<file path="src/rtl/qrs_pkg.sv">
// ----------------------------------------------------------------------------
// qrs_pkg: quadratic root solver shared types and constants
// Field formats, internal word widths and the stage records that travel
// along the square-root and divider cell chains.
// ----------------------------------------------------------------------------
package qrs_pkg;

   localparam int WORD_BITS   = 32;
   localparam int FRAC_BITS   = 16;
   localparam int COUNT_BITS  = 2;

   // c - level and its magnitude need one more bit than a word
   localparam int CMAG_BITS   = WORD_BITS + 1;
   localparam int BSQ_BITS    = 2 * WORD_BITS;
   localparam int PROD_BITS   = WORD_BITS + CMAG_BITS;
   localparam int WIDE_BITS   = PROD_BITS + 2;
   localparam int DISC_BITS   = 2 * WORD_BITS + 2;
   localparam int ROOT_BITS   = DISC_BITS / 2;
   localparam int SQ_REM_BITS = ROOT_BITS + 3;
   localparam int NUM_BITS    = WORD_BITS + 3;
   localparam int NMAG_BITS   = WORD_BITS + 2;
   localparam int DVD_BITS    = NMAG_BITS + FRAC_BITS;
   localparam int DVS_BITS    = WORD_BITS + 1;
   localparam int DREM_BITS   = DVS_BITS + 1;

   localparam logic [COUNT_BITS-1:0] COUNT_NONE = 2'd0;
   localparam logic [COUNT_BITS-1:0] COUNT_ONE  = 2'd1;
   localparam logic [COUNT_BITS-1:0] COUNT_TWO  = 2'd2;

   typedef struct packed {
      logic signed [WORD_BITS-1:0] coef_quad;
      logic signed [WORD_BITS-1:0] coef_lin;
      logic signed [WORD_BITS-1:0] coef_const;
      logic signed [WORD_BITS-1:0] target_level;
   } req_type;

   typedef struct packed {
      logic [COUNT_BITS-1:0]       root_count;
      logic signed [WORD_BITS-1:0] root_plus;
      logic signed [WORD_BITS-1:0] root_minus;
      logic                        degenerate;
      logic                        overflow;
   } rsp_type;

   typedef struct packed {
      logic signed [WORD_BITS-1:0] coef_a;
      logic signed [WORD_BITS-1:0] coef_b;
      logic                        degenerate;
      logic                        neg_disc;
      logic                        single;
   } sq_side_type;

   typedef struct packed {
      logic [DISC_BITS-1:0]   rad;
      logic [SQ_REM_BITS-1:0] rem;
      logic [ROOT_BITS-1:0]   root;
      sq_side_type            side;
   } sq_stage_type;

   typedef struct packed {
      logic [DVD_BITS-1:0]  dvd_p;
      logic [DVD_BITS-1:0]  dvd_m;
      logic [DREM_BITS-1:0] rem_p;
      logic [DREM_BITS-1:0] rem_m;
      logic [DVS_BITS-1:0]  dvs;
      logic                 neg_p;
      logic                 neg_m;
      logic                 degenerate;
      logic                 neg_disc;
      logic                 single;
   } dv_stage_type;

   typedef struct packed {
      logic [WORD_BITS-1:0] value;
      logic                 sat;
   } sat_type;

endpackage

</file>
<file path="src/rtl/qrs_sqrt_cell.sv">
// ----------------------------------------------------------------------------
// qrs_sqrt_cell: one digit of the discriminant square root
// Takes two radicand bits, forms one root bit and passes the item on.
// ----------------------------------------------------------------------------
module qrs_sqrt_cell (
   input  logic                  clock,
   input  logic                  reset,
   input  logic                  up_valid,
   input  qrs_pkg::sq_stage_type up_stage,
   output logic                  dn_valid,
   output qrs_pkg::sq_stage_type dn_stage
);

   localparam int DB = qrs_pkg::DISC_BITS;
   localparam int RB = qrs_pkg::SQ_REM_BITS;
   localparam int QB = qrs_pkg::ROOT_BITS;

   logic                  valid_ff;
   qrs_pkg::sq_stage_type stage_ff;
   qrs_pkg::sq_stage_type stage_in;
   logic [RB-1:0]         shifted;
   logic [RB-1:0]         trial;
   logic                  take;

   always_comb begin
      shifted       = {up_stage.rem[RB-3:0], up_stage.rad[DB-1 -: 2]};
      trial         = {1'b0, up_stage.root, 2'b01};
      take          = (shifted >= trial);
      stage_in.rad  = {up_stage.rad[DB-3:0], 2'b00};
      stage_in.rem  = take ? (shifted - trial) : shifted;
      stage_in.root = {up_stage.root[QB-2:0], take};
      stage_in.side = up_stage.side;
   end

   always_ff @(posedge clock) begin
      if (reset) begin
         valid_ff <= 1'b0;
      end else begin
         valid_ff <= up_valid;
      end
   end

   always_ff @(posedge clock) begin
      stage_ff <= stage_in;
   end

   assign dn_valid = valid_ff;
   assign dn_stage = stage_ff;

endmodule

</file>
<file path="config.mk">
export PLATFORM = sky130hd
export DESIGN_NAME = qrs_sqrt_cell
export DESIGN_NICKNAME = d
export VERILOG_FILES = /design/src/rtl/qrs_pkg.sv /design/src/rtl/qrs_sqrt_cell.sv
export SDC_FILE = /design/constraint.sdc
export NUM_CORES = 1
export LEC_CHECK = 0
export BUFFER_PORTS_ARGS = -buffer_cell sky130_fd_sc_hd__buf_2
export CAP_MARGIN = 10
export CORE_AREA = 2 2 161 163
export DETAILED_ROUTE_END_ITERATION = 10
export DIE_AREA = 0 0 163 165
export HOLD_SLACK_MARGIN = 0.02
export SYNTH_ARGS = -nofsm -noshare
export SYNTH_HDL_FRONTEND = slang
export SYNTH_SLANG_ARGS = --single-unit
</file>
<file path="constraint.sdc">
create_clock -name clock -period 3.8 [get_ports clock]
set_clock_uncertainty 0.05 [all_clocks]
set_input_delay 0.57 -clock clock [delete_from_list [all_inputs] [get_ports clock]]
set_output_delay 0.57 -clock clock [all_outputs]
set_load 0.1 [all_outputs]
</file>
==> impl_metrics.toml, run 1 <==
[global_route]
gr-total-overflow = 0
grt_antenna_before_repair = 5
grt.total_usage_pct = 15.4
grt_first_pass_wirelength_mm = 31.0
largest_net_degree_at_the_start_of_global_routing = 19
first_global_vias = 5470

[job]
timing.max_cap.violations = 0

[synthesis]
syn-cell-area_um2 = 6610
yosys_most_used_dff = "dfxtp_1"
yosys_warnings = 0
synth.lib_cells_used.distinct = 56
synth-seq-area-share_pct = 60.8
synthesis.instances = 546
synth_seq_cells = 201
synth_area_per_cell_um2 = 12.1
async_reset_ff_share_pct = 0
number_of_enable_flip_flop_cells_after_synthesis = 0

[timing]
setup_viol = 0
final_critical_path_setup_slack_ps = 672
slew_headroom_pct = 61.6
layout_min_cycle_time_ps = 3130
tightestPinTransition_ps = 579
final.hold.worst_slack_ps = 119
final_max_slew_viol_count = 0
report.final.hold_viol_count = 0
summed_negative_setup_slack_over_all_endpoints_ps = 0
max_clock_freq_mhz = 320
period_share_pct = 82.3
grt_setup_unrepaired = "no"

[pwr]
p_leak_nw = 4.98
power.ir.vdd_worst_v = 0.000367
power.density_cell_area_nw_per_um2 = 669
total_power_mw = 6.56

[place]
post_place_cells = 1281
io_buffers = 403
pre_cts_ws_ps = 128
place_congestion = 0.849
dp_hpwl_mm = 18.7
post_dp_cell_area_um2 = 9070

[cells_and_area]
layout.cells.non_filler = 1323
finalNetCount = 1215
area_delta_synth_final_pct = 48.2
mostFrequentLayoutCell = "buf_2"
design_area_um2 = 9800
postLayoutCoreUtil_pct = 39.1
mostFrequentLayoutCells = "buf_2 (403), dfxtp_1 (201), inv_1 (47)"
final.fill_count = 2478
layout-drive-gt1-share_pct = 49.9

[detailed_routing]
post-route-drc-count = 0
firstDrtPassIters = 4
postRouteWirelength_mm = 22.1
via_per_inst = 4.16
drt_iter0_drc = 169
vias = 5501
antenna_violating_nets_left = 0
wire_length_per_cell_after_detailed_routing_um = 16.7

[floorplan]
floorplan.die.height_um = 165
floorplan.io_pins = 408
dieArea_um2 = 26900
initial_utilization_pct = 26.4
die-width_um = 163
floorplan.core_area_um2 = 25000
core.rowCount = 58

[clocking]
clock_transition_at_the_register_clock_pins_on_the_worst_setup_and_hold_paths_after_cts_ps = 60
cts_hold_buf = 0
numCtsBuffers = 22
clk_root_buffer_cell = "clkbuf_16"
maximum_root_to_sink_buffer_count = 3
cts_max_level = 1
total_clock_sinks = 201
post_cts_buffers = 0
post_cts_resized = 0
cts_tree = "yes"

[hold_path]
hold_class = "in2reg"

[outcome]
status = "finished clean"

[critical_path]
startpoint_to_endpoint_class_of_the_critical_path = "in2reg"
startpoint_type = "primary input"
worst_endpoint_required_time_ps = 4130
cp_max_fo = 17
worstPathArrival_ps = 3460
critical_path.endpoint_type = "flip-flop"
[sequential cells by signal, summed over array words and instances (netlist names)]
| signal | flops |
|---|---|
| dn_stage | 200 |
| dn_valid | 1 |
[cell usage after synthesis (all sizes together) (6+ instances only)]
| master | number | area share, % |
|---|---|---|
| inv | 48 | 2.8 |
| nand3 | 10 | 0.76 |
| nor2 | 12 | 0.68 |
| xor2 | 12 | 1.6 |
| dfxtp | 201 | 61 |
| xnor2 | 19 | 2.5 |
| mux2 | 31 | 6.8 |
| nand4 | 7 | 0.66 |
| nand2 | 27 | 1.5 |
| a21o | 9 | 1.0 |
| nor2b | 6 | 0.68 |
| a21oi | 34 | 2.7 |
| ha | 35 | 6.6 |
| o21ai | 20 | 1.5 |
| and3 | 10 | 0.95 |
[final timing paths]
path                  cells past startpoint          from             to
worst max-delay path                     13  up_stage[86]  dn_stage[122]
worst min-delay path                      1   up_stage[7]    dn_stage[7]
[critical path, stage by stage]
cell	delay (ps)
buf_2	90
inv_1	60
ha_1	400
and4_1	280
and3_1	210
nor2b_1	360
nand2_1	160
o211ai_4	230
a41o_4	290
a21oi_4	80
inv_4	70
buf_4	300
mux2_4	340
[area by class of cell]
class	count	area [um^2]	area share (%)
sequential	201	4020	41.1
inverter	48	183	1.86
timing repair buffer	413	2100	21.5
clock inverter	8	76.3	0.779
tap	330	413	4.21
clock buffer	31	646	6.59
antenna	3	7.51	0.0766
multi-input combinational	289	2350	23.9
[report_power, final]
part	leakage, nW	internal [mW]	switching (mW)	total, mW
registers	1.70	2.29	0.0401	2.33
clock network	0.347	1.25	0.839	2.09
logic	2.94	0.452	1.69	2.14
total	4.98	3.99	2.57	6.56
[routing by layer]
layer  GRT usage, %  part of all wire (%)  routed length, um
met1           16.1                    36               8080
met2           28.8                    52              11600
met3           4.65                   8.6               1910
met4           5.71                   2.6                579
met5              0                 0.059                 13
[cells by family (layout without fill, tap and decap cells)]
group	after synthesis	in the layout	synth area share, %
AOI/OAI and AO/OA	100	100	10.9
other	1	5	0.0567
and+or+nand+nor	89	89	6.89
muxes	32	32	6.90
adders and majority gates	35	35	6.62
buffers and inverters	57	500	3.73
xor gates and xnor gates	31	31	4.11
DFF	201	201	60.8
(Power assumes the default switching activity.)
==> run 2, diff against run 1 <==
==> constraint.sdc (replaced) <==
create_clock -name clock -period 3.2 [get_ports clock]
set_clock_uncertainty 0.05 [all_clocks]
set_input_delay 0.48 -clock clock [delete_from_list [all_inputs] [get_ports clock]]
set_output_delay 0.48 -clock clock [all_outputs]
set_load 0.1 [all_outputs]
==> run 2 against run 1 <==
Compared with the run above:
- clock power is 22% higher
- die area stayed put
- via count is 11% higher
- final cell count is 12% higher
- setup slack worse by 520 ps
- largest cell class unchanged
- largest power group unchanged
- highest routed layer unchanged
==> impl_metrics.toml, run 2 (synthesis gave the netlist of run 1 again) <==
[outcome]
status = "finished clean"

[timing]
report.final.hold_viol_count = 0
tightestPinTransition_ps = 566
slew_headroom_pct = 62.6
final_max_slew_viol_count = 0
layout_min_cycle_time_ps = 3050
max_clock_freq_mhz = 328
setup_viol = 0
final_critical_path_setup_slack_ps = 154
grt_setup_unrepaired = "no"
period_share_pct = 95.2

[detailed_routing]
firstDrtPassIters = 4
drt_iter0_drc = 242
post-route-drc-count = 0
wire_length_per_cell_after_detailed_routing_um = 16.5
antenna_violating_nets_left = 0
postRouteWirelength_mm = 24.4
vias = 6129
via_per_inst = 4.15

[place]
pre_cts_ws_ps = -67.2
io_buffers = 403
post_dp_cell_area_um2 = 9250
dp_hpwl_mm = 19.1
place_congestion = 0.840

[global_route]
first_global_vias = 6500
grt_first_pass_wirelength_mm = 34.6
grt.total_usage_pct = 16.9
gr-total-overflow = 0
grt_antenna_before_repair = 8
largest_net_degree_at_the_start_of_global_routing = 14

[cells_and_area]
multi_input_area_um2 = 2350
area_delta_synth_final_pct = 70.7
finalNetCount = 1364
design_area_um2 = 11300
final.fill_count = 2393
layout-drive-gt1-share_pct = 45.4
largest_register_ffs = 200
mostFrequentLayoutCells = "buf_2 (403), dfxtp_1 (201), dlygate4sd3_1 (127)"
seqCellArea_um2 = 4020
mostFrequentLayoutCell = "buf_2"

[critical_path]
startpoint_type = "primary input"
worst_endpoint_required_time_ps = 3540
critPathSlowestCell = "dlygate4sd3_1"
worstPathArrival_ps = 3380
most_numerous_cell_on_the_critical_path = "buf_4"
cp_max_fo = 4
path_cells = "dlygate4sd3_1 -> buf_2 -> inv_1 -> ha_1 -> nand4_1 -> a221oi_2 -> buf_4 -> o31ai_2 -> buf_4 -> a2bb2oi_1 -> buf_4 -> a211oi_1 -> o21ai_0 -> a21o_1 -> a31o_2"
critical_path.startpoint = "up_stage[72]"
startpoint_to_endpoint_class_of_the_critical_path = "in2reg"
slowest_delay_ps = 530
critical_path.endpoint_type = "flip-flop"

[pwr]
power.density_cell_area_nw_per_um2 = 713
power.ir.vdd_worst_v = 0.000429
p_leak_nw = 5.63

[floorplan]
dieArea_um2 = 26900
floorplan.io_pins = 408
floorplan.core_area_um2 = 25000
core.rowCount = 58
die-width_um = 163
initial_utilization_pct = 26.4
floorplan.die.height_um = 165

[clocking]
cts_tree = "yes"
cts_max_level = 1
clock_transition_at_the_register_clock_pins_on_the_worst_setup_and_hold_paths_after_cts_ps = 60
numCtsBuffers = 22
post_cts_buffers = 0
clk_root_buffer_cell = "clkbuf_16"
maximum_root_to_sink_buffer_count = 3
total_clock_sinks = 201

[hold_path]
hold_path_depth = 1
holdCritStartpoint = "up_stage[73]"
hold_class = "in2reg"

[job]
timing.max_cap.violations = 0
## run 2: per-layer routing
layer	vias to the layer above	global-route usage (%)	share of wire, %
met2	239	32.8	54
met4	4	6.07	2.1
met5	-	0	0.098
li1	3028	-	-
met3	37	5.42	8.3
met1	2821	16.7	35
## run 2: report_power, final
| group | internal (mW) | total, mW | switching [mW] |
|---|---|---|---|
| registers | 2.71 | 2.76 | 0.0500 |
| clock network | 1.56 | 2.56 | 0.996 |
| logic | 0.671 | 2.72 | 2.05 |
| total | 4.95 | 8.05 | 3.10 |
## run 2: final timing paths
kind	end	slack [ps]
max	dn_stage[133]	150
min	dn_stage[74]	50
## run 2: per-stage QoR
step                util [%]  cells  power (mW)  hold slack, ps  TNS, ps
global route            45.1   1474        8.38            18.0        0
global placement        36.9   1303        5.40             533     -309
CTS                     44.9   1465        8.14            20.3        0
floorplan                  -    547        4.88             458        0
finish                  45.1   1476        8.05            47.9        0
detailed placement      36.9   1303        5.41             534    -1490
## run 2: timing repair
action                                 4_1_cts  5_1_grt
endpoints found under the hold margin      124        3
hold buffers                               124        3
resized for setup                            0        1
setup endpoints to repair                    0        3
## run 2: layout make-up
class,instances,share of cell area [%]
sequential,201,35.6
timing repair buffer,562,31.5
multi-input combinational,289,20.8
clock buffer,30,5.69
tap,330,3.66
inverter,48,1.62
clock inverter,8,0.898
antenna,8,0.177
## run 2: worst max-delay path: cells and delay by family
| family | cells | cell delay, ps |
|---|---|---|
| adder cells (fa/ha/maj) | 1 | 340 |
| AND/OR/NAND/NOR | 1 | 170 |
| AO/OA/AOI/OAI | 7 | 1250 |
| buffers and inverters | 6 | 1130 |
