<file path="src/rtl/qrs_pkg.sv">
// ----------------------------------------------------------------------------
// qrs_pkg: quadratic root solver shared types and constants
// Field formats, internal word widths and the stage records that travel
// along the square-root and divider cell chains.
// ----------------------------------------------------------------------------
package qrs_pkg;

   localparam int WORD_BITS   = 32;
   localparam int FRAC_BITS   = 16;
   localparam int COUNT_BITS  = 2;

   // c - level and its magnitude need one more bit than a word
   localparam int CMAG_BITS   = WORD_BITS + 1;
   localparam int BSQ_BITS    = 2 * WORD_BITS;
   localparam int PROD_BITS   = WORD_BITS + CMAG_BITS;
   localparam int WIDE_BITS   = PROD_BITS + 2;
   localparam int DISC_BITS   = 2 * WORD_BITS + 2;
   localparam int ROOT_BITS   = DISC_BITS / 2;
   localparam int SQ_REM_BITS = ROOT_BITS + 3;
   localparam int NUM_BITS    = WORD_BITS + 3;
   localparam int NMAG_BITS   = WORD_BITS + 2;
   localparam int DVD_BITS    = NMAG_BITS + FRAC_BITS;
   localparam int DVS_BITS    = WORD_BITS + 1;
   localparam int DREM_BITS   = DVS_BITS + 1;

   localparam logic [COUNT_BITS-1:0] COUNT_NONE = 2'd0;
   localparam logic [COUNT_BITS-1:0] COUNT_ONE  = 2'd1;
   localparam logic [COUNT_BITS-1:0] COUNT_TWO  = 2'd2;

   typedef struct packed {
      logic signed [WORD_BITS-1:0] coef_quad;
      logic signed [WORD_BITS-1:0] coef_lin;
      logic signed [WORD_BITS-1:0] coef_const;
      logic signed [WORD_BITS-1:0] target_level;
   } req_type;

   typedef struct packed {
      logic [COUNT_BITS-1:0]       root_count;
      logic signed [WORD_BITS-1:0] root_plus;
      logic signed [WORD_BITS-1:0] root_minus;
      logic                        degenerate;
      logic                        overflow;
   } rsp_type;

   typedef struct packed {
      logic signed [WORD_BITS-1:0] coef_a;
      logic signed [WORD_BITS-1:0] coef_b;
      logic                        degenerate;
      logic                        neg_disc;
      logic                        single;
   } sq_side_type;

   typedef struct packed {
      logic [DISC_BITS-1:0]   rad;
      logic [SQ_REM_BITS-1:0] rem;
      logic [ROOT_BITS-1:0]   root;
      sq_side_type            side;
   } sq_stage_type;

   typedef struct packed {
      logic [DVD_BITS-1:0]  dvd_p;
      logic [DVD_BITS-1:0]  dvd_m;
      logic [DREM_BITS-1:0] rem_p;
      logic [DREM_BITS-1:0] rem_m;
      logic [DVS_BITS-1:0]  dvs;
      logic                 neg_p;
      logic                 neg_m;
      logic                 degenerate;
      logic                 neg_disc;
      logic                 single;
   } dv_stage_type;

   typedef struct packed {
      logic [WORD_BITS-1:0] value;
      logic                 sat;
   } sat_type;

endpackage

</file>
<file path="src/rtl/qrs_div_cell.sv">
// ----------------------------------------------------------------------------
// qrs_div_cell: one quotient bit for both roots
// Restoring division step on the plus and minus lanes side by side.
// ----------------------------------------------------------------------------
module qrs_div_cell (
   input  logic                  clock,
   input  logic                  reset,
   input  logic                  up_valid,
   input  qrs_pkg::dv_stage_type up_stage,
   output logic                  dn_valid,
   output qrs_pkg::dv_stage_type dn_stage
);

   localparam int VB = qrs_pkg::DVD_BITS;
   localparam int RB = qrs_pkg::DREM_BITS;

   logic                  valid_ff;
   qrs_pkg::dv_stage_type stage_ff;
   qrs_pkg::dv_stage_type stage_in;
   logic [RB-1:0]         rp;
   logic [RB-1:0]         rm;
   logic [RB-1:0]         dext;
   logic                  take_p;
   logic                  take_m;

   always_comb begin
      dext   = {1'b0, up_stage.dvs};
      rp     = {up_stage.rem_p[RB-2:0], up_stage.dvd_p[VB-1]};
      rm     = {up_stage.rem_m[RB-2:0], up_stage.dvd_m[VB-1]};
      take_p = (rp >= dext);
      take_m = (rm >= dext);
      stage_in       = up_stage;
      stage_in.rem_p = take_p ? (rp - dext) : rp;
      stage_in.rem_m = take_m ? (rm - dext) : rm;
      // quotient bits fill in from the bottom as the dividend shifts out
      stage_in.dvd_p = {up_stage.dvd_p[VB-2:0], take_p};
      stage_in.dvd_m = {up_stage.dvd_m[VB-2:0], take_m};
   end

   always_ff @(posedge clock) begin
      if (reset) begin
         valid_ff <= 1'b0;
      end else begin
         valid_ff <= up_valid;
      end
   end

   always_ff @(posedge clock) begin
      stage_ff <= stage_in;
   end

   assign dn_valid = valid_ff;
   assign dn_stage = stage_ff;

endmodule

</file>
<file path="config.mk">
export PLATFORM = sky130hd
export DESIGN_NAME = qrs_div_cell
export DESIGN_NICKNAME = d
export VERILOG_FILES = /design/src/rtl/qrs_pkg.sv /design/src/rtl/qrs_div_cell.sv
export SDC_FILE = /design/constraint.sdc
export NUM_CORES = 1
export LEC_CHECK = 0
export BUFFER_PORTS_ARGS = -buffer_cell sky130_fd_sc_hd__buf_2
export CORE_AREA = 2 2 160 162
export CTS_CLUSTER_DIAMETER = 40
export CTS_CLUSTER_SIZE = 12
export DETAILED_ROUTE_END_ITERATION = 10
export DIE_AREA = 0 0 162 164
export PLACE_DENSITY_LB_ADDON = 0.15
export REMOVE_ABC_BUFFERS = 1
export SLEW_MARGIN = 10
export SYNTH_ARGS = -nofsm -noshare
export SYNTH_HDL_FRONTEND = slang
export SYNTH_SLANG_ARGS = --single-unit
</file>
<file path="constraint.sdc">
create_clock -name clock -period 3.53 [get_ports clock]
set_clock_uncertainty 0.1 [all_clocks]
set_input_delay 0.706 -clock clock [delete_from_list [all_inputs] [get_ports clock]]
set_output_delay 0.706 -clock clock [all_outputs]
set_load 0.05 [all_outputs]
</file>
==> run metrics, run 1 <==
post-cts sizing count 0; Hold Path Sink dn_stage[204]$_DFF_P_; vias in the first global route just over 8000; Std-Cell Rows slightly below 60; Crit path required time between 3000 and 4000 ps; die span in x 162 um; sequential share of the synthesized area a little under half; critical path depth 13; status finished clean; vias ~8100; # DRC 0; clk root buf clkbuf_16; Slew headroom a little over half; leak pwr approximately 6.4 nW; routability cong. around 0.89; CTS Hold Bufs 0; CTS Buffer Depth 3; GRT Util Overall 21.7%; most used cell, CP a21oi_1; 1st-iter DRT viols between 300 and 400; count of final hold-check violations 0; cell area after synthesis slightly below 0.009 mm^2; final setup vio count 0; first drt pass iteration count 4; first-pass GRT wire length approximately 44 mm; area delta synth->final 49.0%; cell count after placement approximately 1700; most common library cells after synthesis dfxtp_1 (207), a21oi_1 (89), ha_1 (66), inv_1 (61), nor2_1 (45); Slew @ Worst Pin about 710 ps; Arrival @ worst endpoint between 3000 and 4000 ps; met2 GRT Util around two fifths; PD cells 669 mW/mm^2; cell family with most CP delay compound AO/OA/AOI/OAI gates; Worst Path Max Fanout 4; worst vdd ir between 400 and 500 uV; EDFF count, synth 0; max capacitance violation total 0; # IOs between 400 and 500; Yosys top cell by area dfxtp_1; largest net degree at the start of global routing 26; final worst setup slack ~310 ps; Layout Nets 1637; core area approximately 0.025 mm^2; crit end category flop; Hold WS 192 ps; Post-CTS Setup Bufs 0; hold path depth 1; CP bufs+invs 3; die area approximately 0.027 mm^2; routing usage on met1 24.0%; initial antenna violation count 12; busiest grt layer met2; H-tree Lvls 2; asr flop ratio synth 0%; final wirelength 30.1 mm; drt via density between 4 and 5; Worst Hold Class in2reg; Warnings, synthesis 0; Worst-path clk slew ~50 ps; Tmin final 3220 ps; Syn Inst Count approximately 850; fin. max-slew vios 0; HPWL after DPL ~25 mm; grt ovf 0; Inserted Clock Buffers 35; CP startpoint kind input pin; # port buffers between 400 and 500; Die H roughly 160 um; routed wire length per instance 17.5 um; CTS sink count a little over 200; period utilisation layout between 90% and 100%; number of library cell types mapped by synthesis 80; Initial Util 35.2%; pre-CTS setup slack -212 ps; Yosys reg bits 207; Synth top area share 47.5%; Final Instance Count excl. Fillers around 1700; cell with the most instances after synthesis dfxtp_1; Crit Path Class in2reg; worst min-delay path startpoint up_stage[203]; CTS tree yes; Avg Synthesized Cell Area about 10 um^2; RSZ-0062 raised after global routing false; CP peak stage delay between 500 and 600 ps; GR Util met3 6.21%; ANT nets after route 0; worst setup path startpoint up_stage[5]; Achievable Freq 310 MHz; ys flop type dfxtp_1; share of cells above drive strength 1 a little over two fifths; Area contributors post-synth dfxtp_1 (47%), ha_1 (9.5%), a21oi_1 (5.1%), xnor2_1 (4.1%), inv_1 (2.6%); Crit-path slowest cell o31ai_1; critical-path cell list buf_2 > ha_1 > inv_1 > fa_1 > a21oi_1 > o211ai_1 > o2bb2ai_1 > a211oi_1 > buf_4 > o31ai_1 > a21oi_1 > xnor2_1 > mux2_1
[kinds of logic after synthesis]
family                     count (synthesis)  share of synthesized area [%]
AOI/OAI and AO/OA                        237                           18.7
xor gates and xnor gates                  55                           5.52
adders and majority gates                 68                           9.92
buffers and inverters                     83                           4.16
DFF                                      207                           47.5
muxes                                     38                           4.89
and+or+nand+nor                          165                           9.34
[power breakdown]
part	switching, mW	internal [mW]
Clock	1.28	2.35
Sequential	0.0624	2.60
Combinational	1.65	0.761
Total	2.99	5.71
[per-layer routing]
| metal | up-vias | routed length (um) |
|---|---|---|
| li1 | 4090 | - |
| met2 | 289 | 15300 |
| met5 | - | 41 |
| met3 | 54 | 2250 |
| met4 | 6 | 743 |
| met1 | 3665 | 11700 |
[per-stage QoR]
| step | util [%] | setup TNS, ps | power, mW | cell area [um^2] |
|---|---|---|---|---|
| floorplan | - | 0 | 4.37 | 8600 |
| global placement | 47.2 | -3360 | 5.11 | 11700 |
| detailed placement | 47.2 | -5940 | 5.11 | 11700 |
| CTS | 52.3 | 0 | 8.79 | 13000 |
| global route | 52.4 | 0 | 9.08 | 13000 |
| finish | 52.4 | 0 | 8.70 | 13000 |
[worst max-delay path by stage]
stage / to
finish: dn_stage[96]$_DFF_P_
global route: dn_stage[45]$_DFF_P_
CTS: dn_stage[45]$_DFF_P_
detailed placement: dn_stage[50]$_DFF_P_
global placement: dn_stage[96]$_DFF_P_
floorplan: dn_stage[89]$_DFF_P_
[flip-flops by register name, indices dropped and copies added, names as in the netlist]
signal and count:
dn_stage 206, dn_valid 1
[area by class of cell]
cell class	instances	area [um^2]
Sequential cell	207	4140
Clock inverter	26	383
Tap cell	330	413
Inverter	63	236
Multi-Input combinational cell	563	4220
Timing Repair Buffer	490	2700
Clock buffer	37	893
Antenna cell	8	20.0
Fill cell	2400	11800
[cells in the final DEF, fill, tap and decap left out, drive strengths merged, types with 3 or more instances in the layout]
master / count
buf: 490
dfxtp: 207
a21oi: 95
inv: 74
ha: 66
nor2: 45
xnor2: 41
nand2: 37
clkbuf: 37
mux2: 37
o21ai: 30
a21o: 21
nand3: 20
nor3: 16
xor2: 14
o21bai: 11
nand4: 11
o21a: 10
o31ai: 9
diode: 8
and2: 7
o211ai: 7
a211oi: 7
bufinv: 6
and3: 6
clkinv: 6
a31oi: 5
a2111oi: 5
or3: 4
o211a: 4
a21boi: 4
o31a: 3
nor2b: 3
nand2b: 3
or4: 3
a211o: 3
clkinvlp: 3
o311ai: 3
o2111ai: 3
No activity file was read; power rests on OpenSTA's default activity.
==> inputs of run 2 (changes only) <==
--- a/config.mk
+++ b/config.mk
@@ -11,7 +11,7 @@
 export CTS_CLUSTER_SIZE = 12
 export DETAILED_ROUTE_END_ITERATION = 10
 export DIE_AREA = 0 0 162 164
-export PLACE_DENSITY_LB_ADDON = 0.15
+export PLACE_DENSITY = 0.66
 export REMOVE_ABC_BUFFERS = 1
 export SLEW_MARGIN = 10
 export SYNTH_ARGS = -nofsm -noshare
==> run metrics, run 2 (same netlist as run 1, synthesis figures left out) <==
cell count after placement 1652 (-0.060%); Tmin final 3200 ps (-22.4 ps); vias 8312 (+2.6%); routability cong. 0.898 (+0.71%); Std-Cell Rows 58 (unchanged); first drt pass iteration count 5 (+1); routed wire length per instance 18.0 um (+3.2%); leak pwr 6.34 nW (-1.0%); post-cts sizing count 0 (unchanged); Worst-path clk slew 60 ps (about the same); RSZ-0062 raised after global routing false; area delta synth->final 47.4%; ANT nets after route 0 (unchanged); count of final hold-check violations 0 (unchanged); Initial Util 35.2% (unchanged); Post-CTS Setup Bufs 0 (unchanged); fin. max-slew vios 0 (unchanged); CTS sink count 207 (unchanged); HPWL after DPL 25.7 mm (+2.1%); # IOs 416 (unchanged); H-tree Lvls 2 (unchanged); 1st-iter DRT viols 335 (-4.6%); initial antenna violation count 13 (+1); die span in x 162 um (unchanged); Hold WS 200 ps (+7.76 ps); Achievable Freq 312 MHz (+0.70%); Finished Core Util 51.8% (-0.57 points); share of cells above drive strength 1 43.0% (-0.25 points); grt ovf 0 (unchanged); Slew headroom 71.4% (+19 points); vias in the first global route 8199 (+0.12%); # port buffers 413 (unchanged); Worst Hold Class in2reg; max capacitance violation total 0 (unchanged); core area 0.0248 mm^2 (unchanged); largest net degree at the start of global routing 23 (-12%); worst min-delay path startpoint up_stage[2]; die area 0.0266 mm^2 (unchanged); final wirelength 31.0 mm (+2.9%); most frequent cells in the layout buf_2 (413), dfxtp_1 (207), a21oi_1 (89); CTS Buffer Depth 3 (unchanged); crit end category flop; Inserted Clock Buffers 34 (-2.9%); CTS Hold Bufs 0 (unchanged); Arrival @ worst endpoint 3480 ps (-40 ps); worst setup path startpoint up_stage[205]; Crit Path Class in2reg; first-pass GRT wire length 45.0 mm (+1.7%); clk root buf clkbuf_16; status finished clean; worst vdd ir 400 uV (-19%); max reg flops 206 (unchanged); period utilisation layout 90.7% (-0.63 points); Crit path required time 3810 ps (about the same); GRT Util Overall 22.2% (+0.51 points); # DRC 0 (unchanged); Final Instance Count excl. Fillers 1719 (-0.29%); Die H 164 um (unchanged); drt via density 4.84 (+2.9%); CTS tree yes; most common cell after layout, fill and taps aside buf_2; Layout Nets 1635 (-0.12%); PD cells 652 mW/mm^2 (-2.5%); final setup vio count 0 (unchanged); Worst Path Max Fanout 13 (+9); CP startpoint kind input pin; Slew @ Worst Pin 419 ps (-292 ps)
## run 2: cell count changes in the layout (fill, tap and decap cells not counted)
cell        before  now
buf_4           73   72
bufinv_16        6    2
clkbuf_8         1    4
clkinv_2         2    0
clkinv_4         2    3
clkinv_8         2    0
clkinvlp_4       3    2
diode_2          8    9
inv_16           1    0
inv_6            5    8
inv_8            5    3
## run 2: final cells by class
class                           instances  area [um^2]
Fill cell                            2381        12000
Clock buffer                           40          935
Antenna cell                            9         22.5
Sequential cell                       207         4140
Timing Repair Buffer                  489         2690
Multi-Input combinational cell        563         4220
Tap cell                              330          413
Inverter                               63          236
Clock inverter                         18          205
## run 2: final timing paths
| check | slack (ps) | end | cells after the start |
|---|---|---|---|
| worst max-delay path | 330 | dn_stage[78]$_DFF_P_ | 14 |
| worst min-delay path | 200 | dn_stage[2]$_DFF_P_ | 1 |
## run 2: stage by stage
step	setup TNS (ps)	setup slack (ps)	cell area [um^2]	power (mW)
floorplan	0	136	8600	4.37
global placement	-2850	-114	11700	5.11
detailed placement	-3640	-134	11700	5.12
CTS	0	346	12800	8.46
global route	0	176	12900	8.73
finish	0	329	12900	8.39
## run 2: power breakdown
part | switching [mW] | internal, mW | leakage, nW
combinational | 1.66 | 0.759 | 4.04
clock | 1.23 | 2.08 | 0.557
sequential | 0.0711 | 2.60 | 1.75
total | 2.95 | 5.44 | 6.34
## run 2: layer usage
layer / routed length (um) / track usage (%) / vias to the layer above / share of wire [%]
met3: 2230 / 5.45 / 61 / 7.2
met2: 15800 / 40.8 / 313 / 51
li1: - / - / 4073 / -
met1: 12000 / 24.8 / 3859 / 39
met5: 41 / 0 / - / 0.13
met4: 864 / 8.21 / 6 / 2.8
## run 2: critical path, cell delays in order
cell	delay, ps
buf_2	100
inv_1	50
ha_1	150
inv_1	50
fa_1	400
a21oi_1	270
o211ai_1	200
o2bb2ai_1	250
a21o_1	230
o311ai_1	290
a21o_1	210
inv_2	80
buf_12	160
mux2_1	320
